File: src/hw/rtl/assert_macros.svh
// Assertion macros shared by the register access master RTL.
`ifndef ASSERT_MACROS_SVH
`define ASSERT_MACROS_SVH

// A condition that must hold at every clock edge outside reset.
`define ASSERT_HOLDS(label, expr, msg) \
    label: assert property (@(posedge clk) disable iff (!rst_n) (expr)) else $error(msg);

// A trigger that must be followed by a condition on the next clock edge.
`define ASSERT_NEXT(label, trig, expr, msg) \
    label: assert property (@(posedge clk) disable iff (!rst_n) (trig) |=> (expr)) \
        else $error(msg);

`endif

File: src/hw/rtl/i2cra_pkg.sv
// Types and constants shared by the register access master modules.
package i2cra_pkg;

    typedef enum logic [1:0] {
        OP_TICK  = 2'd0,
        OP_BEGIN = 2'd1,
        OP_QUEUE = 2'd2,
        OP_NONE  = 2'd3
    } opcode_t;

    typedef enum logic [1:0] {
        CFG_ACK_TIMEOUT = 2'd0,
        CFG_HALF_BIT    = 2'd1,
        CFG_SETUP       = 2'd2
    } cfg_index_t;

    typedef enum logic [2:0] {
        ST_OK         = 3'd0,
        ST_ADDR_NACK  = 3'd1,
        ST_REG_NACK   = 3'd2,
        ST_RADDR_NACK = 3'd3,
        ST_DATA_NACK  = 3'd4,
        ST_BAD_LEN    = 3'd5
    } status_t;

    typedef enum logic [4:0] {
        PH_IDLE     = 5'd0,
        PH_ST_A     = 5'd1,
        PH_ST_B     = 5'd2,
        PH_RS_A     = 5'd3,
        PH_TX_SU    = 5'd4,
        PH_TX_HI    = 5'd5,
        PH_TX_LO    = 5'd6,
        PH_ACK_LO   = 5'd7,
        PH_ACK_HI   = 5'd8,
        PH_ACK_POLL = 5'd9,
        PH_RD_PRE   = 5'd10,
        PH_RD_LO    = 5'd11,
        PH_RD_HI1   = 5'd12,
        PH_RD_HI2   = 5'd13,
        PH_MA_LO    = 5'd14,
        PH_MA_HI    = 5'd15,
        PH_SP_A     = 5'd16,
        PH_SP_B     = 5'd17,
        PH_SP_C     = 5'd18
    } phase_t;

    typedef enum logic [1:0] {
        SG_ADDR  = 2'd0,
        SG_REG   = 2'd1,
        SG_RADDR = 2'd2,
        SG_DATA  = 2'd3
    } stage_t;

    typedef struct packed {
        logic [7:0] ack_timeout_ticks;
        logic [7:0] half_bit_ticks;
        logic [7:0] setup_ticks;
    } cfg_t;

    typedef struct packed {
        logic [1:0] opcode;
        logic       sda_in;
        logic [6:0] dev_addr;
        logic [7:0] reg_addr;
        logic [7:0] length;
        logic       is_read;
        logic [7:0] write_byte;
    } item_t;

    typedef struct packed {
        logic       scl_level;
        logic       sda_level;
        logic       sda_drive;
        logic       busy_res;
        logic       read_valid;
        logic [7:0] read_data;
        logic       done_res;
        logic [2:0] status;
        logic [7:0] fail_index;
    } result_t;

    localparam logic [7:0] CFG_ACK_TIMEOUT_RST = 8'd10;
    localparam logic [7:0] CFG_HALF_BIT_RST    = 8'd5;
    localparam logic [7:0] CFG_SETUP_RST       = 8'd1;
    localparam logic [3:0] BITS_PER_BYTE       = 4'd8;

endpackage

File: src/hw/rtl/i2cra_wq.sv
// Write byte queue: one write port and one registered read port.
module i2cra_wq #(
    parameter int WRITE_DEPTH = 16,
    parameter int IDX_W       = 4
) (
    input  logic             clk,
    input  logic             wr_en,
    input  logic [IDX_W-1:0] wr_addr,
    input  logic [7:0]       wr_data,
    input  logic [IDX_W-1:0] rd_addr,
    output logic [7:0]       rd_data
);

    logic [7:0] mem [WRITE_DEPTH];
    logic [7:0] rd_data_reg;

    always_ff @(posedge clk)
    begin
        if (wr_en)
        begin
            mem[wr_addr] <= wr_data;
        end
        rd_data_reg <= mem[rd_addr];
    end

    assign rd_data = rd_data_reg;

endmodule

File: src/hw/rtl/i2cra_core.sv
// Bus sequencer: transaction state and the per-tick update of SCL and SDA.
module i2cra_core #(
    parameter int WRITE_DEPTH = 16,
    parameter int IDX_W       = 4,
    parameter int FILL_W      = 5
) (
    input  logic                clk,
    input  logic                rst_n,
    input  logic                fire,
    input  i2cra_pkg::item_t    item,
    input  i2cra_pkg::cfg_t     cfg,
    input  logic [7:0]          q_rd_data,
    output logic                q_wr_en,
    output logic [IDX_W-1:0]    q_wr_addr,
    output logic [7:0]          q_wr_data,
    output logic [IDX_W-1:0]    q_rd_addr,
    output i2cra_pkg::result_t  res
);

    import i2cra_pkg::*;

    phase_t            phase_reg, phase_next;
    stage_t            stage_reg, stage_next;
    logic [7:0]        tick_reg, tick_next;
    logic [3:0]        bit_reg, bit_next;
    logic [7:0]        byte_reg, byte_next;
    logic [7:0]        shift_reg, shift_next;
    logic [7:0]        ackw_reg, ackw_next;
    logic [FILL_W-1:0] fill_reg, fill_next;
    logic [IDX_W-1:0]  qidx_reg, qidx_next;
    logic [6:0]        dev_reg, dev_next;
    logic [7:0]        regb_reg, regb_next;
    logic [7:0]        len_reg, len_next;
    logic              rd_reg, rd_next;
    logic [2:0]        rc_reg, rc_next;
    logic [7:0]        fidx_reg, fidx_next;

    logic [7:0]        setup_eff, half_eff, timeout_eff, seg_len;
    logic [8:0]        tick_plus, byte_plus, ackw_plus;
    logic [3:0]        bit_plus;
    logic [7:0]        shift_in;
    logic [IDX_W-1:0]  qidx_inc;
    logic              last_byte;
    logic              rv_c, done_c;
    logic [7:0]        rd_c, fi_c;
    logic [2:0]        status_c;
    logic              scl_c, sda_c, drv_c;

    assign setup_eff   = (cfg.setup_ticks == 8'd0) ? 8'd1 : cfg.setup_ticks;
    assign half_eff    = (cfg.half_bit_ticks == 8'd0) ? 8'd1 : cfg.half_bit_ticks;
    assign timeout_eff = (cfg.ack_timeout_ticks == 8'd0) ? 8'd1 : cfg.ack_timeout_ticks;

    assign tick_plus = {1'b0, tick_reg} + 9'd1;
    assign byte_plus = {1'b0, byte_reg} + 9'd1;
    assign ackw_plus = {1'b0, ackw_reg} + 9'd1;
    assign bit_plus  = bit_reg + 4'd1;
    assign shift_in  = {shift_reg[6:0], item.sda_in};
    assign last_byte = (byte_plus >= {1'b0, len_reg});
    assign qidx_inc  = (qidx_reg == IDX_W'(WRITE_DEPTH - 1)) ? '0 : qidx_reg + 1'b1;

    always_comb
    begin
        unique case (phase_reg) inside
            PH_ST_A, PH_ST_B, PH_RS_A, PH_TX_SU, PH_SP_A, PH_SP_B, PH_SP_C:
                seg_len = setup_eff;
            default:
                seg_len = half_eff;
        endcase
    end

    // Bus levels always come from the state before this item's update.
    always_comb
    begin
        scl_c = 1'b1;
        sda_c = 1'b1;
        drv_c = 1'b1;
        unique case (phase_reg)
            PH_ST_B:
                sda_c = 1'b0;
            PH_RS_A:
                scl_c = 1'b0;
            PH_TX_SU, PH_TX_LO:
            begin
                scl_c = 1'b0;
                sda_c = shift_reg[7];
            end
            PH_TX_HI:
                sda_c = shift_reg[7];
            PH_ACK_LO, PH_RD_PRE, PH_RD_LO:
            begin
                scl_c = 1'b0;
                drv_c = 1'b0;
            end
            PH_ACK_HI, PH_ACK_POLL, PH_RD_HI1, PH_RD_HI2:
                drv_c = 1'b0;
            PH_MA_LO:
            begin
                scl_c = 1'b0;
                sda_c = last_byte;
            end
            PH_MA_HI:
                sda_c = last_byte;
            PH_SP_A:
            begin
                scl_c = 1'b0;
                sda_c = 1'b0;
            end
            PH_SP_B:
                sda_c = 1'b0;
            default:
            begin
                scl_c = 1'b1;
            end
        endcase
    end

    always_comb
    begin
        phase_next = phase_reg;
        stage_next = stage_reg;
        tick_next  = tick_reg;
        bit_next   = bit_reg;
        byte_next  = byte_reg;
        shift_next = shift_reg;
        ackw_next  = ackw_reg;
        fill_next  = fill_reg;
        qidx_next  = qidx_reg;
        dev_next   = dev_reg;
        regb_next  = regb_reg;
        len_next   = len_reg;
        rd_next    = rd_reg;
        rc_next    = rc_reg;
        fidx_next  = fidx_reg;
        rv_c       = 1'b0;
        rd_c       = 8'd0;
        done_c     = 1'b0;
        status_c   = ST_OK;
        fi_c       = 8'd0;
        q_wr_en    = 1'b0;

        case (item.opcode)
            OP_BEGIN:
            begin
                if (phase_reg == PH_IDLE)
                begin
                    fill_next = '0;
                    if (item.is_read && item.length == 8'd0)
                    begin
                        done_c   = 1'b1;
                        status_c = ST_BAD_LEN;
                    end
                    else
                    begin
                        dev_next   = item.dev_addr;
                        regb_next  = item.reg_addr;
                        len_next   = item.length;
                        rd_next    = item.is_read;
                        stage_next = SG_ADDR;
                        rc_next    = ST_OK;
                        fidx_next  = 8'd0;
                        tick_next  = 8'd0;
                        ackw_next  = 8'd0;
                        byte_next  = 8'd0;
                        qidx_next  = '0;
                        shift_next = {item.dev_addr, 1'b0};
                        bit_next   = 4'd0;
                        phase_next = PH_ST_A;
                    end
                end
            end
            OP_QUEUE:
            begin
                if (phase_reg == PH_IDLE && fill_reg < FILL_W'(WRITE_DEPTH))
                begin
                    q_wr_en   = 1'b1;
                    fill_next = fill_reg + 1'b1;
                end
            end
            OP_TICK:
            begin
                if (phase_reg == PH_ACK_POLL)
                begin
                    if (!item.sda_in)
                    begin
                        tick_next = 8'd0;
                        bit_next  = 4'd0;
                        case (stage_reg)
                            SG_ADDR:
                            begin
                                stage_next = SG_REG;
                                shift_next = regb_reg;
                                phase_next = PH_TX_SU;
                            end
                            SG_REG:
                            begin
                                if (rd_reg)
                                begin
                                    stage_next = SG_RADDR;
                                    shift_next = {dev_reg, 1'b1};
                                    phase_next = PH_RS_A;
                                end
                                else if (len_reg == 8'd0)
                                begin
                                    bit_next   = bit_reg;
                                    phase_next = PH_SP_A;
                                end
                                else
                                begin
                                    stage_next = SG_DATA;
                                    byte_next  = 8'd0;
                                    shift_next = q_rd_data;
                                    qidx_next  = qidx_inc;
                                    phase_next = PH_TX_SU;
                                end
                            end
                            SG_RADDR:
                            begin
                                byte_next  = 8'd0;
                                shift_next = 8'd0;
                                phase_next = PH_RD_PRE;
                            end
                            default:
                            begin
                                byte_next = byte_plus[7:0];
                                if (last_byte)
                                begin
                                    bit_next   = bit_reg;
                                    phase_next = PH_SP_A;
                                end
                                else
                                begin
                                    shift_next = q_rd_data;
                                    qidx_next  = qidx_inc;
                                    phase_next = PH_TX_SU;
                                end
                            end
                        endcase
                    end
                    else
                    begin
                        ackw_next = ackw_plus[7:0];
                        if (ackw_plus >= {1'b0, timeout_eff})
                        begin
                            case (stage_reg)
                                SG_ADDR:  rc_next = ST_ADDR_NACK;
                                SG_REG:   rc_next = ST_REG_NACK;
                                SG_RADDR: rc_next = ST_RADDR_NACK;
                                default:  rc_next = ST_DATA_NACK;
                            endcase
                            fidx_next  = (stage_reg == SG_DATA) ? byte_reg : 8'd0;
                            tick_next  = 8'd0;
                            phase_next = PH_SP_A;
                        end
                    end
                end
                else if (phase_reg != PH_IDLE)
                begin
                    // The read sample lands on the last tick of the first high half.
                    if (phase_reg == PH_RD_HI1 && tick_plus >= {1'b0, seg_len})
                    begin
                        shift_next = shift_in;
                        bit_next   = bit_plus;
                        if (bit_plus >= BITS_PER_BYTE)
                        begin
                            rv_c = 1'b1;
                            rd_c = shift_in;
                        end
                    end
                    tick_next = tick_plus[7:0];
                    if (tick_plus >= {1'b0, seg_len})
                    begin
                        tick_next = 8'd0;
                        unique case (phase_reg)
                            PH_ST_A:   phase_next = PH_ST_B;
                            PH_ST_B:   phase_next = PH_TX_SU;
                            PH_RS_A:   phase_next = PH_ST_A;
                            PH_TX_SU:  phase_next = PH_TX_HI;
                            PH_TX_HI:  phase_next = PH_TX_LO;
                            PH_TX_LO:
                            begin
                                shift_next = {shift_reg[6:0], 1'b0};
                                bit_next   = bit_plus;
                                phase_next = (bit_plus >= BITS_PER_BYTE) ? PH_ACK_LO : PH_TX_SU;
                            end
                            PH_ACK_LO: phase_next = PH_ACK_HI;
                            PH_ACK_HI:
                            begin
                                ackw_next  = 8'd0;
                                phase_next = PH_ACK_POLL;
                            end
                            PH_RD_PRE: phase_next = PH_RD_LO;
                            PH_RD_LO:  phase_next = PH_RD_HI1;
                            PH_RD_HI1: phase_next = PH_RD_HI2;
                            PH_RD_HI2:
                                phase_next = (bit_reg >= BITS_PER_BYTE) ? PH_MA_LO : PH_RD_LO;
                            PH_MA_LO:  phase_next = PH_MA_HI;
                            PH_MA_HI:
                            begin
                                byte_next = byte_plus[7:0];
                                if (last_byte)
                                begin
                                    phase_next = PH_SP_A;
                                end
                                else
                                begin
                                    shift_next = 8'd0;
                                    bit_next   = 4'd0;
                                    phase_next = PH_RD_PRE;
                                end
                            end
                            PH_SP_A:   phase_next = PH_SP_B;
                            PH_SP_B:   phase_next = PH_SP_C;
                            PH_SP_C:
                            begin
                                phase_next = PH_IDLE;
                                done_c     = 1'b1;
                                status_c   = rc_reg;
                                fi_c       = fidx_reg;
                            end
                            default:   phase_next = PH_IDLE;
                        endcase
                    end
                end
            end
            default:
            begin
                phase_next = phase_reg;
            end
        endcase
    end

    assign q_wr_addr = fill_reg[IDX_W-1:0];
    assign q_wr_data = item.write_byte;
    assign q_rd_addr = qidx_reg;

    assign res.scl_level  = scl_c;
    assign res.sda_level  = sda_c;
    assign res.sda_drive  = drv_c;
    assign res.busy_res   = (phase_next != PH_IDLE);
    assign res.read_valid = rv_c;
    assign res.read_data  = rd_c;
    assign res.done_res   = done_c;
    assign res.status     = status_c;
    assign res.fail_index = fi_c;

    always_ff @(posedge clk or negedge rst_n)
    begin
        if (!rst_n)
        begin
            phase_reg <= PH_IDLE;
            stage_reg <= SG_ADDR;
            tick_reg  <= 8'd0;
            bit_reg   <= 4'd0;
            byte_reg  <= 8'd0;
            shift_reg <= 8'd0;
            ackw_reg  <= 8'd0;
            fill_reg  <= '0;
            qidx_reg  <= '0;
            dev_reg   <= 7'd0;
            regb_reg  <= 8'd0;
            len_reg   <= 8'd0;
            rd_reg    <= 1'b0;
            rc_reg    <= ST_OK;
            fidx_reg  <= 8'd0;
        end
        else if (fire)
        begin
            phase_reg <= phase_next;
            stage_reg <= stage_next;
            tick_reg  <= tick_next;
            bit_reg   <= bit_next;
            byte_reg  <= byte_next;
            shift_reg <= shift_next;
            ackw_reg  <= ackw_next;
            fill_reg  <= fill_next;
            qidx_reg  <= qidx_next;
            dev_reg   <= dev_next;
            regb_reg  <= regb_next;
            len_reg   <= len_next;
            rd_reg    <= rd_next;
            rc_reg    <= rc_next;
            fidx_reg  <= fidx_next;
        end
    end

    `include "assert_macros.svh"

    `ASSERT_HOLDS(a_bit_count_range, bit_reg <= BITS_PER_BYTE, "bit counter past eight")
    `ASSERT_HOLDS(a_fill_bound, fill_reg <= FILL_W'(WRITE_DEPTH), "queue fill past depth")
    `ASSERT_HOLDS(a_read_valid_phase, !(fire && rv_c) || phase_reg == PH_RD_HI1, "read byte outside a high half")
    `ASSERT_NEXT(a_bad_len_idle, fire && done_c && status_c == ST_BAD_LEN, phase_reg == PH_IDLE, "rejected read left idle")

endmodule

File: src/hw/rtl/i2c_register_access_master.sv
// Top level of the register access master: channel registers, configuration and sequencer.
//
// Usage: each input transaction carries an opcode. A tick (one microsecond of bus time)
// carries the sampled SDA level; begin starts a register read or write with the device
// address, register address, length and direction; queue stores one byte to be written.
// Queue the write bytes first, then issue begin, then feed one tick per microsecond.
// Every input transaction yields exactly one output transaction with the SCL and SDA
// levels for that tick, busy, a received byte when one completes, and done with a
// status and the failing data byte index after STOP, or on a rejected zero-length read.
// An accepted input passes through the input register, then the sequencer writes its
// result into the result register. Throughput is one transaction per cycle while the
// receiver does not stall, set by the single state update per tick in the sequencer.
// A new input is taken while a finished result still waits; when the receiver stalls,
// the result register holds, and input stalls once the input register is also full.
// Reset clears the sequencer to idle, empties the queue and loads the timing registers
// with their defaults. Configuration writes take effect at once and are meant for idle.
module i2c_register_access_master #(
    parameter int WRITE_DEPTH = 16
) (
    input  logic       clk,
    input  logic       rst_n,
    input  logic       cfg_we,
    input  logic [1:0] cfg_index,
    input  logic [7:0] cfg_data,
    input  logic       in_valid,
    output logic       in_stall,
    input  logic [1:0] opcode,
    input  logic       sda_in,
    input  logic [6:0] dev_addr,
    input  logic [7:0] reg_addr,
    input  logic [7:0] length,
    input  logic       is_read,
    input  logic [7:0] write_byte,
    output logic       out_valid,
    input  logic       out_stall,
    output logic       scl_level,
    output logic       sda_level,
    output logic       sda_drive,
    output logic       busy_res,
    output logic       read_valid,
    output logic [7:0] read_data,
    output logic       done_res,
    output logic [2:0] status,
    output logic [7:0] fail_index
);

    import i2cra_pkg::*;

    localparam int IDX_W  = (WRITE_DEPTH > 1) ? $clog2(WRITE_DEPTH) : 1;
    localparam int FILL_W = $clog2(WRITE_DEPTH + 1);

    cfg_t             cfg_reg;
    item_t            item_reg;
    logic             in_vld_reg;
    result_t          res_reg;
    logic             out_valid_reg;
    result_t          res_c;
    logic             fire;
    logic             q_wr_en;
    logic [IDX_W-1:0] q_wr_addr;
    logic [7:0]       q_wr_data;
    logic [IDX_W-1:0] q_rd_addr;
    logic [7:0]       q_rd_data;

    // The sequencer advances when an input is held and the result register is free or being emptied.
    assign fire     = in_vld_reg && (!out_valid_reg || !out_stall);
    assign in_stall = in_vld_reg && !fire;

    always_ff @(posedge clk or negedge rst_n)
    begin
        if (!rst_n)
        begin
            cfg_reg.ack_timeout_ticks <= CFG_ACK_TIMEOUT_RST;
            cfg_reg.half_bit_ticks    <= CFG_HALF_BIT_RST;
            cfg_reg.setup_ticks       <= CFG_SETUP_RST;
        end
        else if (cfg_we)
        begin
            unique case (cfg_index)
                CFG_ACK_TIMEOUT: cfg_reg.ack_timeout_ticks <= cfg_data;
                CFG_HALF_BIT:    cfg_reg.half_bit_ticks    <= cfg_data;
                CFG_SETUP:       cfg_reg.setup_ticks       <= cfg_data;
                default:         cfg_reg                   <= cfg_reg;
            endcase
        end
    end

    always_ff @(posedge clk or negedge rst_n)
    begin
        if (!rst_n)
        begin
            in_vld_reg    <= 1'b0;
            out_valid_reg <= 1'b0;
        end
        else
        begin
            if (in_valid && !in_stall)
            begin
                in_vld_reg <= 1'b1;
            end
            else if (fire)
            begin
                in_vld_reg <= 1'b0;
            end

            if (fire)
            begin
                out_valid_reg <= 1'b1;
            end
            else if (!out_stall)
            begin
                out_valid_reg <= 1'b0;
            end
        end
    end

    always_ff @(posedge clk)
    begin
        if (in_valid && !in_stall)
        begin
            item_reg.opcode     <= opcode;
            item_reg.sda_in     <= sda_in;
            item_reg.dev_addr   <= dev_addr;
            item_reg.reg_addr   <= reg_addr;
            item_reg.length     <= length;
            item_reg.is_read    <= is_read;
            item_reg.write_byte <= write_byte;
        end
        if (fire)
        begin
            res_reg <= res_c;
        end
    end

    i2cra_wq #(
        .WRITE_DEPTH (WRITE_DEPTH),
        .IDX_W       (IDX_W)
    ) u_wq (
        .clk     (clk),
        .wr_en   (q_wr_en && fire),
        .wr_addr (q_wr_addr),
        .wr_data (q_wr_data),
        .rd_addr (q_rd_addr),
        .rd_data (q_rd_data)
    );

    i2cra_core #(
        .WRITE_DEPTH (WRITE_DEPTH),
        .IDX_W       (IDX_W),
        .FILL_W      (FILL_W)
    ) u_core (
        .clk       (clk),
        .rst_n     (rst_n),
        .fire      (fire),
        .item      (item_reg),
        .cfg       (cfg_reg),
        .q_rd_data (q_rd_data),
        .q_wr_en   (q_wr_en),
        .q_wr_addr (q_wr_addr),
        .q_wr_data (q_wr_data),
        .q_rd_addr (q_rd_addr),
        .res       (res_c)
    );

    assign out_valid  = out_valid_reg;
    assign scl_level  = res_reg.scl_level;
    assign sda_level  = res_reg.sda_level;
    assign sda_drive  = res_reg.sda_drive;
    assign busy_res   = res_reg.busy_res;
    assign read_valid = res_reg.read_valid;
    assign read_data  = res_reg.read_data;
    assign done_res   = res_reg.done_res;
    assign status     = res_reg.status;
    assign fail_index = res_reg.fail_index;

    `include "assert_macros.svh"

    `ASSERT_NEXT(a_result_on_fire, fire, out_valid_reg, "processed transaction lost its result")

endmodule
File: config.mk
export PLATFORM = sky130hd
export DESIGN_NAME = i2c_register_access_master
export DESIGN_NICKNAME = d
export VERILOG_FILES = /design/src/hw/rtl/i2cra_pkg.sv /design/src/hw/rtl/i2cra_wq.sv /design/src/hw/rtl/i2cra_core.sv /design/src/hw/rtl/i2c_register_access_master.sv
export VERILOG_INCLUDE_DIRS = /design/src /design/src/hw/rtl
export SDC_FILE = /design/constraint.sdc
export NUM_CORES = 1
export LEC_CHECK = 0
export BUFFER_PORTS_ARGS = -buffer_cell sky130_fd_sc_hd__buf_2
export CAP_MARGIN = 20
export CORE_MARGIN = 2
export CORE_UTILIZATION = 45
export DETAILED_ROUTE_END_ITERATION = 8
export PLACE_DENSITY = 0.65
export SYNTH_ARGS = -nofsm -noshare
export SYNTH_HDL_FRONTEND = slang
export SYNTH_SLANG_ARGS = --single-unit
File: constraint.sdc
create_clock -name clk -period 6.4 [get_ports clk]
set_clock_uncertainty 0.1 [all_clocks]
set_input_delay 0.96 -clock clk [delete_from_list [all_inputs] [get_ports clk]]
set_output_delay 0.96 -clock clk [all_outputs]
set_load 0.01 [all_outputs]
After elaboration in Yosys (flattened, before gate mapping)
Memory sizes are Yosys's and may differ from the RTL's. A register that Yosys moved wholly into a read port is not among the register bits.
Cells that the tools add are included.
W data, S select, Z words.

cells by class
  bitwise operators = 7
  mux-type cells = 128
  eq/ne operators = 53
  magnitude comparators = 6
  reduce and logical (&&, ||, !) cells = 49
  add/subtract/negate cells = 6

operator list
  kind                   count
  $mux W8                38
  $pmux W8 S2            6
  $pmux W5 S16           1
  $mux W4                17
  $mux W5                13
  $pmux W8 S3            2
  $eq A5 B4 Y1 const B   8
  $logic_not A8 Y1       5
  $pmux W4 S2            5
  $mux W3                12
  $reduce_and A8 Y1      4
  $add A8 B1 Y9 const B  3
  $ge A9 B8 Y1           3
  $ne A3 B3 Y1 const B   7
  $eq A5 B3 Y1 const B   4
  $pmux W5 S2            2
  $mux W1                17
  $eq A5 B5 Y1 const B   3
  $pmux W5 S3            1
  $mux W2                7
  $reduce_or A7 Y1       2
  $ne A4 B4 Y1 const B   3
  $pmux W3 S2            2
  $reduce_and A11 Y1     1
  other kinds (39)       83

storage, ports and cells
  input port bits = 50
  logic and storage cells = 286
  register bits = 173
  bits in writable memories = 128
  memories kept = 1
  output and inout port bits = 27

memories
  name      depth  bits a word  read ports  clocked after Yosys merged registers in  wr ports  RTL line        source
  u_wq.mem  16     8            1           1                                        1         i2cra_wq.sv:14  logic [7:0] mem [WRITE_DEPTH];

Logic depth before layout (Yosys ltp)
Gate-level depths: netlist of the first run.

  word-level depth = 12
  gate-level depth with buffers = 16
  mapped depth without buffers = 13

By module
Synthesis of the first run repeated with hierarchy kept, for this count alone.

unflattened totals
  cell total of the unflattened synthesis = 1,066
  area total of the unflattened synthesis = 14,192.4 µm²

modules (own cells, without submodules)
  module                      cells an instance  times used  area an instance (µm²)  sequential area each (µm²)
  i2cra_core                  716                1           6,231.0                 2,177.1
  i2cra_wq                    229                1           5,147.4                 4,003.8
  i2c_register_access_master  121                1           2,813.9                 2,458.6

Worst setup path before layout of the first run
No wires, ideal clock.

  path kind = register to register
  start = reg u_core.phase_reg[0]
  end = reg res_reg, in the netlist busy_res, data pin
  arrival time = 4.063 ns
  required time = 6.028 ns
  stages on the path, launching flop included = 15
  buffers on the path = 2
  period minus slack after synthesis = 4.435 ns
  setup slack = 1.965 ns
  library setup time = 0.272 ns
  cells stage by stage = dfrtp_1 > buf_2 > buf_6 > inv_1 > o21ai_0 > a2111oi_2 > mux2i_1 > ha_1 > a21o_1 > a221oi_1 > o21ai_0 > nor2_1 > nor2_1 > a221o_1 > or4_1

RTL lines
  what                    RTL line                           source
  from (decl)             i2cra_core.sv:22                   phase_t phase_reg, phase_next;
  from (signal assigned)  i2cra_core.sv:368                  phase_reg <= phase_next;
  to (signal assigned)    i2c_register_access_master.sv:131  res_reg <= res_c;
  to (decl)               i2c_register_access_master.sv:55   result_t res_reg;

==> impl_metrics.tcl, run 1 <==
set metrics [dict create \
    crit_path_max_incr_delay_ps 680 \
    drive_above_1_share_pct 19.5 \
    syn_inst 1103 \
    p_sw_share_pct 29.8 \
    cts_sinks 309 \
    maxSlewViolCount 0 \
    rsz0062_at_grt "no" \
    ant_nets 0 \
    powerDensity_nw_per_um2 337 \
    tightest_slew_ps 1090 \
    synthMuxAreaShare_pct 9.79 \
    h-tree-depth 2 \
    via_per_inst 5.76 \
    clk_pin_slew_worst_paths_ps 60 \
    grt_pass1_vias 9052 \
    grt_max_degree 66 \
    ir_drop_mv 0.215 \
    synthXorXnorAreaFrac_pct 1.17 \
    synth_ff_type "edfxtp_1" \
    routabilityCongestion 0.859 \
    yosys.area_share.simple_pct 11.1 \
    port_buffers 76 \
    antenna_found_initial 0 \
    largest_reg_flops 128 \
    syn_area_um2 14200 \
    fp.dieArea_um2 33100 \
    start_util_pct 45.4 \
    critPathSlowestCell "dfrtp_1" \
    globalRouteTotalUtil_pct 19.7 \
    p_sw_uw 1610 \
    hold_violations 0 \
    final_common_cell "edfxtp_1" \
    rr_startpoint "u_core.phase_reg[1]$_DFFE_PN0P_" \
    root_buffer "clkbuf_16" \
    holdBufCountCts 0 \
    cp-start-kind "flop" \
    endpoint_kind "flop" \
    seq_power_share_pct 46.7 \
    first_pass_iters 5 \
    crit_family "compound AO/OA/AOI/OAI gates" \
    drtIter0Drc 727 \
    worstPathMaxFanout 25 \
    finalWirelength_um 32100 \
    die_h_um 182 \
    cts_setup_buffers 0 \
    worst_hold_slack_ps 369 \
    maxCapViolCount 0 \
    status "completed" \
    worst-path-buf-inv 2 \
    finalSetupViolCount 0 \
    p_int_uw 3800 \
    comb_power_share_pct 19.9 \
    drc 0 \
    synth_fp_nets 1193 \
    finalNetCount 1270 \
    ys_warn_count 0 \
    fmax_mhz 208 \
    seq_area_frac_synth_pct 60.7 \
    power_frac_clock_pct 33.3 \
    power_leakage_uw 0.00621 \
    required_ps 6550 \
    overflow 0 \
    crit_start "u_core.phase_reg[1]$_DFFE_PN0P_" \
    cts_buffers 34 \
    place_hpwl_um 22200 \
    fin_crit_ps 4820 \
    path_class "reg2reg" \
    relSlewSlack_pct 27.4 \
    core_area_um2 31400 \
    period_share_pct 75.2 \
    rrSetupSlack_ps 1580 \
    grt_pass1_wl_um 50800 \
    io_pins 77 \
    clock_path_buffers 3 \
    synthAdderAreaFrac_pct 3.51 \
    die_width_um 182 \
    tns_ps 0 \
    async_reset_ff_share_pct 36.6 \
    n_antenna_cell 0 \
    cts_tree "done" \
    synth_compound_area_share_pct 11.2 \
    hold_class "in2async" \
    synth_edf_count 188 \
    routedWlPerCell_um 19.9 \
    detailroute.via_count 9259 \
    yosys_register_bits 309 \
    synth_top_family_by_area "compound AO/OA/AOI/OAI gates" \
    insertion_delay_ps 520 \
    rows 65 \
    avgSynthCellArea_um2 12.9 \
    syn2layout_area_growth_pct 12.7 \
    synth.distinct_cells 80 \
    worstPathArrival_ps 4970 \
    path_cells "inv_1 > o21ai_0 > a2111oi_2 > buf_4 > mux2i_1 > ha_1 > and3_1 > a221oi_1 > o21a_1 > a211oi_1 > a211oi_2 > a32oi_1 > or4_1" \
    final_cell_mix "188 x edfxtp_1, 107 x dfrtp_1, 97 x nand2_1" \
    cts_resized 0 \
]
-- worst register-to-register path: stages (launching register included) --
cell       delay, ps
dfrtp_1          680
inv_1            260
o21ai_0          140
a2111oi_2        400
buf_4            260
mux2i_1          220
ha_1             260
and3_1           230
a221oi_1         340
o21a_1           500
a211oi_1         200
a211oi_2         270
a32oi_1          160
or4_1            540
-- cell families after synthesis --
kind of cell | Yosys count
and+or+nand+nor | 304
xor gates and xnor gates | 19
DFF | 309
muxes | 112
buffers and inverters | 88
adders and majority gates | 40
AOI/OAI and AO/OA | 231
-- metal layers --
layer	vias up	part of all wire, %	GRT usage (%)
li1	4339	-	-
met1	4573	44	26.6
met2	284	48	33.0
met3	63	5.4	2.93
met4	0	2.7	6.23
met5	-	0	0
-- synth_stat cells, drive strengths merged (4+ instances only) --
cell type  number  share of area, %
or4             4              0.21
xnor2          14              0.86
a22oi          18              0.95
dfrtp         108                19
mux2           58               4.6
mux2i          38               2.7
dfxtp           8               1.1
buf            21              0.84
edfxtp        188                40
nor2           45               1.2
a221oi         10              0.61
clkbuf         27              0.71
o211ai          8              0.42
a41oi           4              0.38
o21ai          87               3.1
nor4           12              0.78
and3           18              0.79
nand4           8              0.35
dfstp           5              0.92
inv            39               1.0
or3             4              0.18
or2             7              0.31
and2           24               1.1
xor2            5              0.31
nand3          27              0.95
a211oi          5              0.42
a21o            9              0.47
o2bb2ai        11              0.68
nor3           17              0.60
ha             40               3.5
a222oi          7              0.49
a31oi           4              0.18
a21oi          28              0.98
a221o           4              0.28
nand2b         18              0.79
o31ai           8              0.42
nor2b           6              0.26
nand2          97               2.6
mux4           16               2.5
-- area by class of cell --
class	count	area, µm²
tap	402	503
timing repair buffer	89	500
multi-input combinational	706	5230
clock buffer	45	922
clock inverter	17	103
inverter	40	150
fill	2712	15300
sequential	309	8640
-- worst paths after layout --
| kind | end | cells past startpoint |
|---|---|---|
| max | busy_res$_DFFE_PP_ | 13 |
| min | u_core.fidx_reg[6]$_DFFE_PN0P_ | 1 |
| max reg2reg | busy_res$_DFFE_PP_ | 13 |
| min reg2reg | u_core.regb_reg[6]$_DFFE_PN0P_ | 1 |
| max in group asynchronous | u_core.tick_reg[1]$_DFFE_PN0P_ | 2 |
| min in group clk | u_core.regb_reg[6]$_DFFE_PN0P_ | 1 |
-- power by group through the flow --
stage	sequential (µW)	clock (µW)	combinational, µW
CTS	2520	1840	1080
floorplan	2450	0	855
global route	2560	1920	1190
detailed placement	2560	0	1070
global placement	2560	0	1060
finish	2530	1800	1080
-- through the flow --
step	util (%)	instances	power (µW)	setup WS [ps]	area, µm²
3_3_place_gp	47.8	1545	3620	1780	15000
3_5_place_dp	47.8	1545	3630	1650	15000
2_1_floorplan	-	1103	3310	1970	14200
4_1_cts	51.0	1607	5440	1640	16000
5_1_grt	51.1	1608	5670	1240	16100
6_report	51.1	1608	5410	1580	16100
Power figures use the tool's default switching activity.
==> inputs of run 2 (changes only) <==
--- a/config.mk
+++ b/config.mk
@@ -6,6 +6,7 @@
 export SDC_FILE = /design/constraint.sdc
 export NUM_CORES = 1
 export LEC_CHECK = 0
+export ABC_AREA = 1
 export BUFFER_PORTS_ARGS = -buffer_cell sky130_fd_sc_hd__buf_2
 export CAP_MARGIN = 20
 export CORE_MARGIN = 2
==> constraint.sdc (replaced) <==
create_clock -name clk -period 4.6 [get_ports clk]
set_clock_uncertainty 0.1 [all_clocks]
set_input_delay 0.69 -clock clk [delete_from_list [all_inputs] [get_ports clk]]
set_output_delay 0.69 -clock clk [all_outputs]
set_load 0.01 [all_outputs]
==> run 2 against run 1 <==
Against the previous run: design area rose by 0.49%; largest cell class unchanged; sequential cell count did not move; critical path depth rose by 8; worst hold slack got worse by 230 ps; fmax rose by 17%; highest routed layer unchanged; synthesized area barely moved; register-to-register slack got worse by 1100 ps; critical path type unchanged; synthesized cell count rose by 28%; combinational power rose by 94%.
==> impl_metrics.tcl, run 2 <==
set metrics [dict create \
    status "completed" \
    final_common_cell "nand2_1" \
    crit_start "u_core.phase_reg[3]$_DFFE_PN0P_" \
    ant_nets 0 \
    synth_most_common_cell "nand2_1" \
    cts_resized 0 \
    finalNetCount 1588 \
    path_class "reg2reg" \
    finalSetupViolCount 0 \
    drive_above_1_share_pct 12.9 \
    powerDensity_nw_per_um2 519 \
    largest_reg_flops 128 \
    synth_ff_type "edfxtp_1" \
    fmax_mhz 242 \
    port_buffers 76 \
    core_area_um2 31300 \
    synth_fp_nets 1506 \
    endpoint_kind "flop" \
    antenna_found_initial 0 \
    ys_top_cells_by_area "edfxtp_1 40%, dfrtp_1 19%, nand2_1 7.3%, o21ai_0 4.3%, inv_1 3.9%" \
    tightest_slew_ps 927 \
    ys_warn_count 0 \
    async_reset_ff_share_pct 36.6 \
    routabilityCongestion 0.947 \
    start_util_pct 45.5 \
    fp.dieArea_um2 33100 \
    clk_pin_slew_worst_paths_ps 60 \
    cts_tree "done" \
    avgSynthCellArea_um2 10.1 \
    tns_ps 0 \
    holdBufCountCts 0 \
    synth_common_cells "277 x nand2_1, 188 x edfxtp_1, 147 x inv_1" \
    syn2layout_area_growth_pct 13.3 \
    synth_top_area_share_pct 39.7 \
    hold_class "in2async" \
    overflow 0 \
    reg2reg_depth 21 \
    period_share_pct 89.7 \
    syn_area_um2 14200 \
    h-tree-depth 2 \
    power_leakage_uw 0.00692 \
    cts_setup_buffers 0 \
    grt_max_degree 114 \
    rsz0062_at_grt "no" \
    drtIter0Drc 994 \
    maxSlewViolCount 0 \
    finalWirelength_um 34100 \
    grt_pass1_vias 10021 \
    cts_buffers 35 \
    rr_startpoint "u_core.phase_reg[3]$_DFFE_PN0P_" \
    hold_violations 0 \
    insertion_delay_ps 520 \
    die_h_um 182 \
    drc 0 \
    seq_area_frac_synth_pct 60.7 \
    worstPathMaxFanout 13 \
    routedWlPerCell_um 17.7 \
    cts_sinks 309 \
    fin_crit_ps 4120 \
    finalPower_uw 8370 \
    wl_met1_um 14800 \
    yosysTopAreaCell "edfxtp_1" \
    relSlewSlack_pct 37.9 \
    cp-start-kind "flop" \
    clock_path_buffers 3 \
    synth_edf_count 188 \
    synth.distinct_cells 59 \
    globalRouteTotalUtil_pct 20.7 \
    via_per_inst 5.40 \
    n_antenna_cell 0 \
    fillers 2805 \
    detailroute.via_count 10391 \
    place_hpwl_um 23600 \
    yosys_register_bits 309 \
    final_cell_mix "277 x nand2_1, 188 x edfxtp_1, 146 x inv_1" \
    syn_inst 1416 \
    met3_length_um 2010 \
    first_pass_iters 6 \
    met2_length_um 16400 \
    rows 65 \
    ir_drop_mv 0.406 \
    maxCapViolCount 0 \
    required_ps 4900 \
    rrSetupSlack_ps 480 \
    grt_pass1_wl_um 53800 \
    die_width_um 182 \
    top_layer "met4" \
    io_pins 77 \
    root_buffer "clkbuf_16" \
    worstPathArrival_ps 4420 \
]
run 2: cell types whose count changed after synthesis, moves of 23 or more:
cell / previous run / this run
and2_1: 24 / 1
nand2_1: 97 / 277
a21oi_1: 28 / 59
nor2_1: 45 / 143
inv_1: 39 / 147
nand3_1: 27 / 88
mux2i_1: 38 / 3
o21ai_0: 82 / 121
mux2_2: 58 / 1
run 2: critical path, cell delays in order, from the launching register on:
cell and delay, ps:
dfrtp_1 490, nor2_2 230, inv_2 110, nor4_1 470, nand3b_1 460, mux2i_1 320, ha_1 290, nand2_1 60
inv_1 40, nand2_1 50, nor2_1 40, nor2_1 70, nand2_1 50, nand2_1 80, nand2_1 180, buf_4 230
nand3_1 160, nand2_1 120, nand2_2 150, nor2_1 80, o21ai_0 150, inv_1 50
run 2: final timing paths:
kind	to
worst max-delay path	u_core.bit_reg[0]$_DFFE_PN0P_
worst min-delay path	u_core.fidx_reg[1]$_DFFE_PN0P_
worst max register to register	u_core.bit_reg[0]$_DFFE_PN0P_
worst min register to register	u_core.regb_reg[0]$_DFFE_PN0P_
max in group asynchronous	u_core.tick_reg[4]$_DFFE_PN0P_
min in group clk	item_reg[3]$_DFFE_PP_
run 2: kinds of logic after synthesis:
kind of cell             synth area share (%)
AO/OA/AOI/OAI                            11.0
XOR/XNOR                                0.985
adder cells (fa/ha/maj)                  3.52
buffers and inverters                    5.60
flip-flops                               60.7
multiplexers                            0.448
AND/OR/NAND/NOR                          17.7
run 2: power by group:
part,internal [µW],switching (µW)
Clock,1610,1100
Sequential,3280,287
Combinational,652,1440
Total,5540,2830
run 2: cell type report:
| type | instances | area [µm²] | share of cell area, % |
|---|---|---|---|
| Clock inverter | 22 | 199 | 1.23 |
| Tap cell | 402 | 503 | 3.12 |
| Sequential cell | 309 | 8640 | 53.6 |
| Multi-Input combinational cell | 905 | 4800 | 29.7 |
| Timing Repair Buffer | 82 | 440 | 2.73 |
| Inverter | 165 | 629 | 3.90 |
| Clock buffer | 41 | 920 | 5.70 |
run 2: routing by layer:
layer	up-vias	track usage, %
met5	-	0
met4	0	6.23
met3	74	3.13
met2	339	35.2
met1	4964	27.6
li1	5014	-
run 2: metrics by stage:
stage,std cells,util (%),hold WS [ps],area (µm²),setup WS [ps]
floorplan,1416,-,294,14200,1330
global placement,1863,47.9,349,15000,601
detailed placement,1863,47.9,351,15000,567
CTS,1926,51.5,195,16100,530
global route,1926,51.5,185,16100,28.6
finish,1926,51.5,136,16100,476
